**src/tpdsp_pkg.sv**
```systemverilog
// Package for the tape pulse sample packer: codes, control word type and microcode table.
package tpdsp_pkg;

	localparam int MAX_CHUNKS_DEF = 56;

	localparam int STEP_W = 3;
	typedef logic [STEP_W-1:0] step_t;

	// Register indexes on the configuration port
	localparam logic [1:0] REG_SAMPLE_BITS = 2'd0;
	localparam logic [1:0] REG_MACHINE_TAG = 2'd1;
	localparam logic [1:0] REG_VIDEO_TAG   = 2'd2;
	localparam logic [1:0] REG_SAMPLE_RATE = 2'd3;

	// Header word selects
	localparam logic [2:0] HDR_SIG0  = 3'd0;
	localparam logic [2:0] HDR_SIG1  = 3'd1;
	localparam logic [2:0] HDR_SIG2  = 3'd2;
	localparam logic [2:0] HDR_TAGS  = 3'd3;
	localparam logic [2:0] HDR_RATE  = 3'd4;

	localparam logic [31:0] SIG_WORD0 = 32'h4E32_4344;
	localparam logic [31:0] SIG_WORD1 = 32'h5041_542D;
	localparam logic [31:0] SIG_WORD2 = 32'h5741_522D;

	localparam logic [2:0] HDR_BYTES = 3'd4;

	typedef enum logic [1:0] {
		OP_ACCEPT,
		OP_HDR,
		OP_SAMPLE
	} op_t;

	typedef enum logic [1:0] {
		COND_ALWAYS,
		COND_HDR_DONE,
		COND_MORE
	} cond_t;

	typedef struct packed {
		op_t        op;
		logic [2:0] hdr_sel;
		logic       hdr_end;
		cond_t      cond;
		step_t      jump;
		step_t      next;
	} ucode_t;

	typedef struct packed {
		logic slot_free;
		logic more;
		logic header_done;
	} dp_status_t;

	localparam step_t STEP_IDLE   = 3'd0;
	localparam step_t STEP_HDR0   = 3'd1;
	localparam step_t STEP_HDR1   = 3'd2;
	localparam step_t STEP_HDR2   = 3'd3;
	localparam step_t STEP_HDR3   = 3'd4;
	localparam step_t STEP_HDR4   = 3'd5;
	localparam step_t STEP_SAMPLE = 3'd6;

	// Microcode ROM: condition true takes jump, otherwise next
	function automatic ucode_t ucode_rom(input step_t step);
		ucode_t w;
		case (step)
			STEP_IDLE:   w = '{OP_ACCEPT, HDR_SIG0, 1'b0, COND_HDR_DONE, STEP_SAMPLE, STEP_HDR0};
			STEP_HDR0:   w = '{OP_HDR, HDR_SIG0, 1'b0, COND_ALWAYS, STEP_HDR1, STEP_HDR1};
			STEP_HDR1:   w = '{OP_HDR, HDR_SIG1, 1'b0, COND_ALWAYS, STEP_HDR2, STEP_HDR2};
			STEP_HDR2:   w = '{OP_HDR, HDR_SIG2, 1'b0, COND_ALWAYS, STEP_HDR3, STEP_HDR3};
			STEP_HDR3:   w = '{OP_HDR, HDR_TAGS, 1'b0, COND_ALWAYS, STEP_HDR4, STEP_HDR4};
			STEP_HDR4:   w = '{OP_HDR, HDR_RATE, 1'b1, COND_ALWAYS, STEP_SAMPLE, STEP_SAMPLE};
			STEP_SAMPLE: w = '{OP_SAMPLE, HDR_SIG0, 1'b0, COND_MORE, STEP_SAMPLE, STEP_IDLE};
			default:     w = '{OP_ACCEPT, HDR_SIG0, 1'b0, COND_ALWAYS, STEP_IDLE, STEP_IDLE};
		endcase
		return w;
	endfunction

endpackage

```
**src/tpdsp_seq.sv**
```systemverilog
// Step counter and microcode fetch for the tape pulse sample packer.
module tpdsp_seq import tpdsp_pkg::*; (
	input  logic       clk,
	input  logic       arst_n,
	input  logic       in_valid,
	input  dp_status_t status,
	output ucode_t     ctl,
	output logic       fire
);

	step_t step_q;
	logic  cond_true;

	assign ctl = ucode_rom(step_q);

	// accept step waits on the input, emit steps on a free output slot
	assign fire = (ctl.op == OP_ACCEPT) ? in_valid : status.slot_free;

	always_comb begin
		case (ctl.cond)
			COND_ALWAYS:   cond_true = 1'b1;
			COND_HDR_DONE: cond_true = status.header_done;
			COND_MORE:     cond_true = status.more;
			default:       cond_true = 1'b0;
		endcase
	end

	always_ff @(posedge clk or negedge arst_n) begin
		if (!arst_n) begin
			step_q <= STEP_IDLE;
		end else if (fire) begin
			step_q <= cond_true ? ctl.jump : ctl.next;
		end
	end

endmodule

```
**src/tpdsp_dp.sv**
```systemverilog
// Datapath: config registers, remainder and chunk counter, output word register.
module tpdsp_dp import tpdsp_pkg::*; #(
	parameter int MAX_CHUNKS = MAX_CHUNKS_DEF
) (
	input  logic        clk,
	input  logic        arst_n,
	input  logic        cfg_we,
	input  logic [1:0]  cfg_index,
	input  logic [31:0] cfg_data,
	input  logic [31:0] pulse_length,
	input  ucode_t      ctl,
	input  logic        fire,
	input  logic        out_ready,
	output dp_status_t  status,
	output logic        out_valid,
	output logic [31:0] word_data,
	output logic [2:0]  byte_count,
	output logic        is_header,
	output logic        last_word,
	output logic        truncated
);

	localparam int CNT_W = $clog2(MAX_CHUNKS);
	localparam logic [CNT_W-1:0] CNT_LIM = CNT_W'(MAX_CHUNKS - 1);

	logic [5:0]       sample_bits_q;
	logic [1:0]       machine_tag_q;
	logic [6:0]       video_tag_q;
	logic [31:0]      sample_rate_q;
	logic             header_done_q;
	logic [31:0]      rem_q;
	logic [CNT_W-1:0] cnt_q;
	logic             out_valid_q;
	logic [31:0]      word_q;
	logic [2:0]       bytes_q;
	logic             hdr_q;
	logic             last_q;
	logic             trunc_q;

	logic [5:0]  eff_bits;
	logic [31:0] ov;
	logic [2:0]  nbytes;
	logic        ge;
	logic        at_lim;
	logic        more;
	logic [31:0] hdr_word;
	logic        emit;

	always_comb begin
		if (sample_bits_q == 6'd0)
			eff_bits = 6'd1;
		else if (sample_bits_q > 6'd32)
			eff_bits = 6'd32;
		else
			eff_bits = sample_bits_q;
	end

	assign ov     = 32'hFFFF_FFFF >> (6'd32 - eff_bits);
	assign nbytes = 3'((eff_bits + 6'd7) >> 3);
	assign ge     = rem_q >= ov;
	assign at_lim = cnt_q == CNT_LIM;
	assign more   = ge && !at_lim;

	always_comb begin
		case (ctl.hdr_sel)
			HDR_SIG0: hdr_word = SIG_WORD0;
			HDR_SIG1: hdr_word = SIG_WORD1;
			HDR_SIG2: hdr_word = SIG_WORD2;
			HDR_TAGS: hdr_word = {2'b00, eff_bits, 1'b0, video_tag_q, 6'b0, machine_tag_q, 8'h00};
			HDR_RATE: hdr_word = sample_rate_q;
			default:  hdr_word = '0;
		endcase
	end

	assign emit = fire && (ctl.op != OP_ACCEPT);

	assign status = '{slot_free: !out_valid_q || out_ready, more: more,
		header_done: header_done_q};

	always_ff @(posedge clk or negedge arst_n) begin
		if (!arst_n) begin
			sample_bits_q <= 6'd16;
			machine_tag_q <= '0;
			video_tag_q   <= '0;
			sample_rate_q <= '0;
		end else if (cfg_we) begin
			case (cfg_index)
				REG_SAMPLE_BITS: sample_bits_q <= cfg_data[5:0];
				REG_MACHINE_TAG: machine_tag_q <= cfg_data[1:0];
				REG_VIDEO_TAG:   video_tag_q   <= cfg_data[6:0];
				REG_SAMPLE_RATE: sample_rate_q <= cfg_data;
				default: ;
			endcase
		end
	end

	always_ff @(posedge clk or negedge arst_n) begin
		if (!arst_n) begin
			header_done_q <= 1'b0;
			cnt_q         <= '0;
			out_valid_q   <= 1'b0;
		end else begin
			if (fire && ctl.op == OP_HDR && ctl.hdr_end)
				header_done_q <= 1'b1;
			if (fire && ctl.op == OP_ACCEPT)
				cnt_q <= '0;
			else if (fire && ctl.op == OP_SAMPLE && more)
				cnt_q <= cnt_q + CNT_W'(1);
			if (emit)
				out_valid_q <= 1'b1;
			else if (out_ready)
				out_valid_q <= 1'b0;
		end
	end

	always_ff @(posedge clk) begin
		if (fire && ctl.op == OP_ACCEPT)
			rem_q <= pulse_length;
		else if (fire && ctl.op == OP_SAMPLE && more)
			rem_q <= rem_q - ov;
		if (emit) begin
			if (ctl.op == OP_HDR) begin
				word_q  <= hdr_word;
				bytes_q <= HDR_BYTES;
				hdr_q   <= 1'b1;
				last_q  <= 1'b0;
				trunc_q <= 1'b0;
			end else begin
				word_q  <= ge ? ov : rem_q;
				bytes_q <= nbytes;
				hdr_q   <= 1'b0;
				last_q  <= !more;
				trunc_q <= ge && at_lim;
			end
		end
	end

	assign out_valid  = out_valid_q;
	assign word_data  = word_q;
	assign byte_count = bytes_q;
	assign is_header  = hdr_q;
	assign last_word  = last_q;
	assign truncated  = trunc_q;

`ifndef ASSERT_OFF
	a_trunc_last: assert property (@(posedge clk) disable iff (!arst_n)
		out_valid_q && trunc_q |-> last_q && !hdr_q)
		else $error("truncated word not marked last");
	a_hdr_shape: assert property (@(posedge clk) disable iff (!arst_n)
		out_valid_q && hdr_q |-> bytes_q == HDR_BYTES && !last_q)
		else $error("header word malformed");
	a_cnt_range: assert property (@(posedge clk) disable iff (!arst_n)
		cnt_q <= CNT_LIM)
		else $error("chunk counter beyond limit");
	a_hdr_once: assert property (@(posedge clk) disable iff (!arst_n)
		header_done_q |=> header_done_q)
		else $error("header flag dropped");
`endif

endmodule

```
**src/tap_pulse_to_dmp_sample_packer.sv**
```systemverilog
// Top level of the tape pulse to raw dump sample packer.
// Flow: the idle step takes a pulse, then each word is registered into the output register.
// Emit steps stall on a full output slot; no new pulse is taken until the last word of one is emitted.
// First pulse after reset adds five header words.
// Reset (arst_n low, async): sequencer to idle, config registers, counter and valid flag to defaults, header re-armed.
// No clearing pass; ready for a pulse straight out of reset.
module tap_pulse_to_dmp_sample_packer import tpdsp_pkg::*; #(
	parameter int MAX_CHUNKS = MAX_CHUNKS_DEF
) (
	input  logic        clk,
	input  logic        arst_n,
	// configuration write port
	input  logic        cfg_we,
	input  logic [1:0]  cfg_index,
	input  logic [31:0] cfg_data,
	// pulse input
	input  logic        in_valid,
	output logic        in_ready,
	input  logic [31:0] pulse_length,
	// word output
	output logic        out_valid,
	input  logic        out_ready,
	output logic [31:0] word_data,
	output logic [2:0]  byte_count,
	output logic        is_header,
	output logic        last_word,
	output logic        truncated
);

	ucode_t     ctl;
	logic       fire;
	dp_status_t status;

	// Sequencer: idle step takes a pulse, header steps run once, then the
	// sample step loops while overflow words remain under the chunk limit.
	tpdsp_seq u_seq (
		.clk      (clk),
		.arst_n   (arst_n),
		.in_valid (in_valid),
		.status   (status),
		.ctl      (ctl),
		.fire     (fire)
	);

	// Only the idle step takes a word; emit steps stall on a full output slot.
	assign in_ready = (ctl.op == OP_ACCEPT);

	tpdsp_dp #(
		.MAX_CHUNKS (MAX_CHUNKS)
	) u_dp (
		.clk          (clk),
		.arst_n       (arst_n),
		.cfg_we       (cfg_we),
		.cfg_index    (cfg_index),
		.cfg_data     (cfg_data),
		.pulse_length (pulse_length),
		.ctl          (ctl),
		.fire         (fire),
		.out_ready    (out_ready),
		.status       (status),
		.out_valid    (out_valid),
		.word_data    (word_data),
		.byte_count   (byte_count),
		.is_header    (is_header),
		.last_word    (last_word),
		.truncated    (truncated)
	);

endmodule
```
**config.mk**
```make
export PLATFORM = sky130hd
export DESIGN_NAME = tap_pulse_to_dmp_sample_packer
export DESIGN_NICKNAME = d
export VERILOG_FILES = /design/src/tpdsp_pkg.sv /design/src/tpdsp_seq.sv /design/src/tpdsp_dp.sv /design/src/tap_pulse_to_dmp_sample_packer.sv
export SDC_FILE = /design/constraint.sdc
export NUM_CORES = 1
export LEC_CHECK = 0
export BUFFER_PORTS_ARGS = -buffer_cell sky130_fd_sc_hd__buf_2
export CORE_UTILIZATION = 62
export DETAILED_ROUTE_END_ITERATION = 12
export GPL_TIMING_DRIVEN = 0
export PLACE_DENSITY = 0.85
export SETUP_SLACK_MARGIN = 0.3
export SLEW_MARGIN = 20
export SYNTH_ARGS = -nofsm -noshare
export SYNTH_HDL_FRONTEND = slang
export SYNTH_HIERARCHICAL = 1
export SYNTH_SLANG_ARGS = --single-unit
```
**constraint.sdc**
```tcl
create_clock -name clk -period 7.1 [get_ports clk]
set_input_delay 1.065 -clock clk [delete_from_list [all_inputs] [get_ports clk]]
set_output_delay 1.065 -clock clk [all_outputs]
set_load 0.02 [all_outputs]
```
Word level (Yosys, flattened, before mapping)
Index checks and enable logic that the tools add are counted.
- add/sub/neg operators: 4
- $lt $le $gt $ge: 2
- equal/unequal tests: 18
- shift operators: 1
- muxes and demuxes: 16
- reduce and logical (&&, ||, !) cells: 25
- operators with widths (cell ; number):
    $pmux W32 S5 ; 1
    $mux W32 ; 4
    $pmux W14 S7 ; 1
    $ge A32 B32 Y1 ; 1
    $shr A32 B6 Y32 const A ; 1
    $sub A32 B32 Y32 ; 1
    $mux W6 ; 4
    $eq A3 B2 Y1 const B ; 4
    $eq A3 B3 Y1 const B ; 4
    $eq A2 B2 Y1 const B ; 4
    $logic_and A1 B1 Y1 ; 8
    $reduce_and A2 Y1 ; 4
    $add A6 B1 Y6 const B ; 1
    $add A6 B3 Y6 const B ; 1
    $eq A2 B1 Y1 const B ; 3
    $eq A3 B1 Y1 const B ; 2
    $eq A6 B6 Y1 const B ; 1
    $gt A6 B6 Y1 const B ; 1
    $logic_not A2 Y1 ; 3
    $logic_not A3 Y1 ; 2
    $logic_not A6 Y1 ; 1
    $reduce_bool A2 Y1 ; 3
    $sub A6 B6 Y6 const A ; 1
    $mux W1 ; 4
    other kinds (4) ; 6
- bits in registers: 128
- bits of input ports: 71
- output and inout bits: 40

Logic depth before layout (Yosys ltp)
Gate-level depths: netlist of run 1.
- depth in word-level cells: 10
- depth in mapped cells: 25

By module
Netlist of run 1, hierarchy kept.
- modules (own cells, without submodules) (module ; times used ; cells each ; area each (um^2)):
    tpdsp_dp ; 1 ; 803 ; 7931.4
    tpdsp_seq ; 1 ; 60 ; 456.7
    tap_pulse_to_dmp_sample_packer ; 1 ; 1 ; 3.8

Least setup slack after synthesis of run 1
No wires, ideal clock.
- kind: reg2reg
- start: reg u_dp.sample_bits_q[4]
- end: reg u_dp.rem_q[0] (enable)
- library setup time: 0.391 ns
- arrival: 4.406 ns
- data required time: 6.709 ns
- path slack: 2.303 ns
- stages on the path, launching flop included: 18
- path buffers: 2
- clock period less this slack: 4.797 ns
- path through: dfstp_2 nor4_1 o21ai_0 ha_1 inv_1 nor4_1 a211o_1 inv_1 or3_1 ha_1 clkbuf_1 nand3_1 nor4_2 o31a_4 nor2_8 buf_6 nor2_1 o21a_1
- cells in the longest elaborated chain, start to end: 9
- elaborated cells on any way between the ends: 10
- classes of those cells: add/sub: 1; order compare: 2; shift: 1; mux: 2; reduce/logical: 4
- RTL lines (element ; RTL line ; source):
    start, declared ; tpdsp_dp.sv:26 ; logic [5:0] sample_bits_q;
    start signal, assigned ; tpdsp_dp.sv:88 ; REG_SAMPLE_BITS: sample_bits_q <= cfg_data[5:0];
    $gt A6 B6 Y1 ; tpdsp_dp.sv:52 ; else if (sample_bits_q > 6'd32)
    $mux W6 ; tpdsp_dp.sv:52 ;
    $mux W6 * ; tpdsp_dp.sv:50 ; if (sample_bits_q == 6'd0)
    $sub A6 B6 Y6 * ; tpdsp_dp.sv:58 ; assign ov = 32'hFFFF_FFFF >> (6'd32 - eff_bits);
    $shr A32 B6 Y32 * ; tpdsp_dp.sv:58 ;
    $ge A32 B32 Y1 * ; tpdsp_dp.sv:60 ; assign ge = rem_q >= ov;
    $logic_and A1 B1 Y1 * ; tpdsp_dp.sv:62 ; assign more = ge && !at_lim;
    via u_dp.more ; tpdsp_dp.sv:45 ; logic more;
    $logic_and A1 B1 Y1 * ; tpdsp_dp.sv:119 ; else if (fire && ctl.op == OP_SAMPLE && more)
    $reduce_bool A2 Y1 (no source line) * ; -- ;
    end signal, assigned ; tpdsp_dp.sv:118 ; rem_q <= pulse_length;
    end signal, assigned ; tpdsp_dp.sv:120 ; rem_q <= rem_q - ov;
    end, declared ; tpdsp_dp.sv:31 ; logic [31:0] rem_q;
Mark *: on every way through the listed nets, which the timed path passes. The rest lies on a longest branch.
A chain may end at the register's enable or synchronous reset.

Worst setup path in the final report of run 1
- start: reg u_dp.sample_bits_q[3]
- end: reg u_dp.rem_q[10] (enable)
Same word-level chain as after synthesis.

==> flow_summary.yaml, run 1 <==
logic_synthesis:
  syn_inst: 856
  syn_avg_cell_area_um2: 9.75
  syn_nets: 965
  syn_area_um2: 8350
  synth_warnings: 6
floorplanning:
  fp.dieArea_um2: 13900
  die_w_um: 118
  die_h_um: 118
  start_util_pct: 63.3
  fp.coreArea_um2: 13200
  num_io_pins: 111
  rows: 42
drt:
  vias_per_cell: 6.42
  postRouteAntennaNets: 0
  wl_per_cell_um: 20.6
  drt-total-wl_um: 24200
  drc: 0
  drt_iter0_markers: 1007
  num_vias: 7548
  drt_pass1_iterations: 6
global_routing:
  grt_usage_pct: 35.5
  grt-ovfl-total: 0
  antenna_found_initial: 0
  grt_pass1_vias: 7199
  grt_max_degree: 59
  grt_first_pass_wirelength_um: 37800
timing:
  setup_viol: 0
  drv_slew: 0
  fmax_mhz: 182
  final.min_clock_period_ns: 5.48
  slew_headroom_pct: 29.8
  rsz0062_at_grt: "no"
  skew_ns: 0.0126
  final.period_utilization_pct: 77.2
  setup_tns_ns: 0
  tightestPinTransition_ns: 1.05
  final_hold_viol_count: 0
critical_path:
  worst_path_largest_cell_delay_ns: 0.48
  cp_max_fo: 17
  cpLargestDelayFamily: "simple AND/OR/NAND/NOR gates"
  critPathRequiredTime_ns: 7.23
  path_cells: "buf_2, nor4_1, o21ai_0, ha_1, inv_1, nor4_1, a211o_1, clkbuf_1, nand2_1, ha_1, nand2_1, nor2_2, nand3_1, nor4_2, o31a_4, nor2_8, buf_6, nor2_1, o21a_2, buf_16"
  worst-path-buf-inv: 5
  critPathSlowestCell: "o21a_2"
  arrival_ns: 5.61
  critPathLaunchType: "flip-flop"
  crit_path_end_kind: "flip-flop"
  timing_worst_setup_path_type: "flip-flop to flip-flop"
cells_and_area:
  multi_input_area_um2: 4420
  drive_gt1_share_pct: 24.8
  fin_nets: 1096
  seqCellArea_um2: 3550
  area_growth_pct: 16.8
  fillers: 945
  num_antenna_cells: 0
clocking:
  clk_latency_ns: 0.43
  cts_root_buf: "clkbuf_16"
  cts.clk_slew.worst_paths_ns: 0.06
  post_cts_resized: 0
  numCtsBuffers: 17
  cts-htree-levels: 4
  clock-sinks: 128
  tritoncts: "yes"
  postCtsSetupBuffers: 0
  clockBufferDepth: 2
  cts_hold_buf: 0
status:
  outcome: "finished, final reports clean"
placement:
  place.gp.congestion: 0.963
  place.port_buffers: 110
  dp.final_hpwl_um: 17300
run:
  drv_cap: 0
min_path:
  min_path_type: "flip-flop to flip-flop"
## final cells by class
type	instances	share of cell area, %
Buffer	53	2.94
Inverter	23	0.885
Timing Repair Buffer	112	6.16
Tap cell	176	2.26
Multi-Input combinational cell	652	45.4
Sequential cell	128	36.5
Clock buffer	17	4.36
Clock inverter	15	1.58
## final timing paths
path | slack [ns] | endpoint | depth (start not counted) | start
worst max-delay path | 1.62 | u_dp/rem_q[10] | 20 | u_dp/sample_bits_q[3]
worst min-delay path | 0.48 | u_dp/header_done_q | 1 | u_dp/header_done_q
worst max register to register | 1.62 | u_dp/rem_q[10] | 20 | u_dp/sample_bits_q[3]
worst min register to register | 0.48 | u_dp/header_done_q | 1 | u_dp/header_done_q
min in group asynchronous | 0.70 | u_seq/step_q[2] | 1 | arst_n
max in group asynchronous | 5.88 | u_dp/sample_rate_q[14] | 1 | arst_n
## sequential cells by signal, indices dropped and copies added (netlist names)
register,flops
u_dp/cnt_q,6
u_dp/byte_count,3
u_dp/sample_bits_q,6
u_dp/truncated,1
u_seq/step_q,3
u_dp/header_done_q,1
u_dp/word_data,32
u_dp/out_valid,1
u_dp/sample_rate_q,32
u_dp/machine_tag_q,2
u_dp/rem_q,32
u_dp/last_word,1
u_dp/is_header,1
u_dp/video_tag_q,7
## per-stage QoR
stage | setup slack, ns | util (%) | instances | hold WS [ns] | area [um^2]
2_1_floorplan | 2.30 | - | 856 | 0.443 | 8350
3_3_place_gp | 1.26 | 69.1 | 1142 | 0.452 | 9120
3_5_place_dp | 1.79 | 69.5 | 1144 | 0.463 | 9170
4_1_cts | 1.73 | 73.9 | 1176 | 0.483 | 9750
5_1_grt | 1.31 | 73.9 | 1176 | 0.495 | 9750
6_report | 1.62 | 73.9 | 1176 | 0.477 | 9750
## layout by cell type (no fill, tap or decap), drive strengths merged, types with 8 or more instances in the layout
master,instances
o21a,11
nor3,17
nand2b,13
dfrtp,57
a21o,15
a21oi,75
nand3,24
nor2b,8
mux2,50
o31ai,16
xnor2,15
a211oi,16
mux2i,13
edfxtp,70
o21ai,61
clkinv,8
ha,37
nor2,69
xor2,10
clkbuf,46
nor3b,8
or2,12
nand2,80
inv,28
a31oi,20
buf,136
## per-layer routing
| metal | share of wire, % | up-vias | global-route usage (%) |
|---|---|---|---|
| met5 | 0 | - | 0 |
| li1 | - | 3429 | - |
| met3 | 9.6 | 94 | 7.56 |
| met2 | 47 | 487 | 57.5 |
| met1 | 40 | 3538 | 46.2 |
| met4 | 3.6 | 0 | 14.6 |
Power of run 1 is not shown: default switching activity piles up to over one toggle a cycle in this logic, so the estimate is an artifact.
==> inputs of run 2 (changes only) <==
--- a/config.mk
+++ b/config.mk
@@ -6,10 +6,10 @@
 export NUM_CORES = 1
 export LEC_CHECK = 0
 export BUFFER_PORTS_ARGS = -buffer_cell sky130_fd_sc_hd__buf_2
-export CORE_UTILIZATION = 62
+export CORE_UTILIZATION = 59
 export DETAILED_ROUTE_END_ITERATION = 12
 export GPL_TIMING_DRIVEN = 0
-export PLACE_DENSITY = 0.85
+export PLACE_DENSITY = 0.81
 export SETUP_SLACK_MARGIN = 0.3
 export SLEW_MARGIN = 20
 export SYNTH_ARGS = -nofsm -noshare
==> constraint.sdc (replaced) <==
create_clock -name clk -period 5.4 [get_ports clk]
set_input_delay 0.81 -clock clk [delete_from_list [all_inputs] [get_ports clk]]
set_output_delay 0.81 -clock clk [all_outputs]
set_load 0.02 [all_outputs]
==> flow_summary.yaml, run 2 (synthesis gave the netlist of run 1 again) <==
clocking:
  cts-htree-levels: 4
  cts_root_buf: "clkbuf_16"
  clk_latency_ns: 0.43
  clockBufferDepth: 2
  numCtsBuffers: 17
  cts.clk_slew.worst_paths_ns: 0.06
  cts_hold_buf: 0
  clock-sinks: 128
  tritoncts: "yes"
cells_and_area:
  area_growth_pct: 18.5
  fin_nets: 1099
  layout_commonest_cell: "buf_2"
  drive_gt1_share_pct: 25.8
  num_antenna_cells: 0
  final_util_pct: 71.5
  layout.cells.most_common_list: "113 x buf_2, 78 x nand2_1, 73 x a21oi_1"
drt:
  drc: 0
  drt-total-wl_um: 23700
  highest_layer: "met5"
  drt_iter0_markers: 1064
  wl_met1_um: 9740
  route.met2.wl_um: 10800
  met3_wirelength_um: 2200
  num_vias: 7529
  drt_pass1_iterations: 5
  vias_per_cell: 6.36
  wl_per_cell_um: 20.0
  postRouteAntennaNets: 0
floorplanning:
  start_util_pct: 60.4
  die_w_um: 121
  fp.coreArea_um2: 13800
  num_io_pins: 111
  fp.dieArea_um2: 14600
  die_h_um: 121
  rows: 43
timing:
  tightestPinTransition_ns: 1.06
  slew_headroom_pct: 29.4
  setup_tns_ns: 0
  final_hold_viol_count: 0
  final.period_utilization_pct: 91.7
  drv_slew: 0
  fmax_mhz: 202
  skew_ns: 0.00642
  rsz0062_at_grt: "no"
  setup_viol: 0
  final.min_clock_period_ns: 4.95
global_routing:
  grt_max_degree: 59
  grt_usage_pct: 33.8
  grt-ovfl-total: 0
  grt_first_pass_wirelength_um: 37400
  antenna_found_initial: 1
  grt_pass1_vias: 6980
critical_path:
  crit_path_end_kind: "flip-flop"
  worst_path_largest_cell_delay_ns: 0.62
  reg2reg_setup_slack_ns: 0.45
  arrival_ns: 5.09
  critPathLaunchType: "flip-flop"
  crit_top_cell: "inv_1"
  cp_max_fo: 10
  critPathRequiredTime_ns: 5.54
  critPathSlowestCell: "dfstp_2"
  path_cells: "nor4_2, o21ai_2, ha_2, inv_1, nor4_1, a211o_1, inv_2, nand2_4, inv_1, nand2_1, inv_1, ha_1, o21a_1, o31a_1, o211ai_2, nand2_2, o31a_4, clkbuf_1, o31ai_1, mux2i_1"
  timing_worst_setup_path_type: "flip-flop to flip-flop"
placement:
  place.port_buffers: 110
  dp.final_hpwl_um: 16900
  place.gp.congestion: 0.952
min_path:
  min_path_type: "input port to asynchronous set/reset pin"
status:
  outcome: "finished, final reports clean"
run:
  drv_cap: 0
[run 2: cell count changes in the layout (fill, tap and decap cells not counted), sizes merged, moves of 2 or more]
cell,change
clkinv,-5
buf,+2
bufinv,+3
clkbuf,+4
[run 2: critical path: cells and delay by family (launching register included)]
kind | cells | cell delay, ns
AOI/OAI and AO/OA | 7 | 1.89
and+or+nand+nor | 5 | 0.78
muxes | 1 | 0.19
DFF | 1 | 0.62
buffers and inverters | 5 | 0.58
adders and majority gates | 2 | 0.59
[run 2: area by class of cell]
type	instances	area, um^2
Clock inverter	11	173
Buffer	53	288
Inverter	23	86.3
Clock buffer	21	482
Timing Repair Buffer	114	596
Sequential cell	128	3550
Fill cell	1014	3940
Multi-Input combinational cell	653	4480
Tap cell	180	225
[run 2: metal layers]
metal  vias to the layer above  track usage [%]
met5                         -                0
met4                         2             15.7
met3                        95             7.24
met2                       461             52.8
met1                      3528             44.9
li1                       3443                -
[run 2: path summary, 6_finish.rpt]
check,from,end,depth (start not counted)
worst max register to register,u_dp/sample_bits_q[4],u_dp/word_data[5],20
worst min-delay path,arst_n,u_dp/out_valid,1
max in group asynchronous,arst_n,u_dp/sample_rate_q[26],1
min in group clk,u_dp/header_done_q,u_dp/header_done_q,1
worst max-delay path,u_dp/sample_bits_q[4],u_dp/word_data[5],20
worst min register to register,u_dp/header_done_q,u_dp/header_done_q,1
[run 2: what timing repair did]
action	in CTS	in global routing
pin swaps	0	3
resized for setup	4	11
buffers inserted	0	3
endpoints found under the setup margin	33	79
hold endpoints to repair	0	0
cloned	1	0
[run 2: metrics by stage]
step / cell area (um^2) / worst slack [ns] / hold slack, ns / instances
2_1_floorplan: 8350 / 0.603 / 0.443 / 856
3_3_place_gp: 9120 / -0.401 / 0.451 / 1146
3_5_place_dp: 9150 / -0.0460 / 0.471 / 1147
4_1_cts: 9830 / 0.294 / 0.468 / 1180
5_1_grt: 9890 / 0.222 / 0.500 / 1183
6_report: 9890 / 0.448 / 0.438 / 1183
Power of run 2 is left out for the same reason.
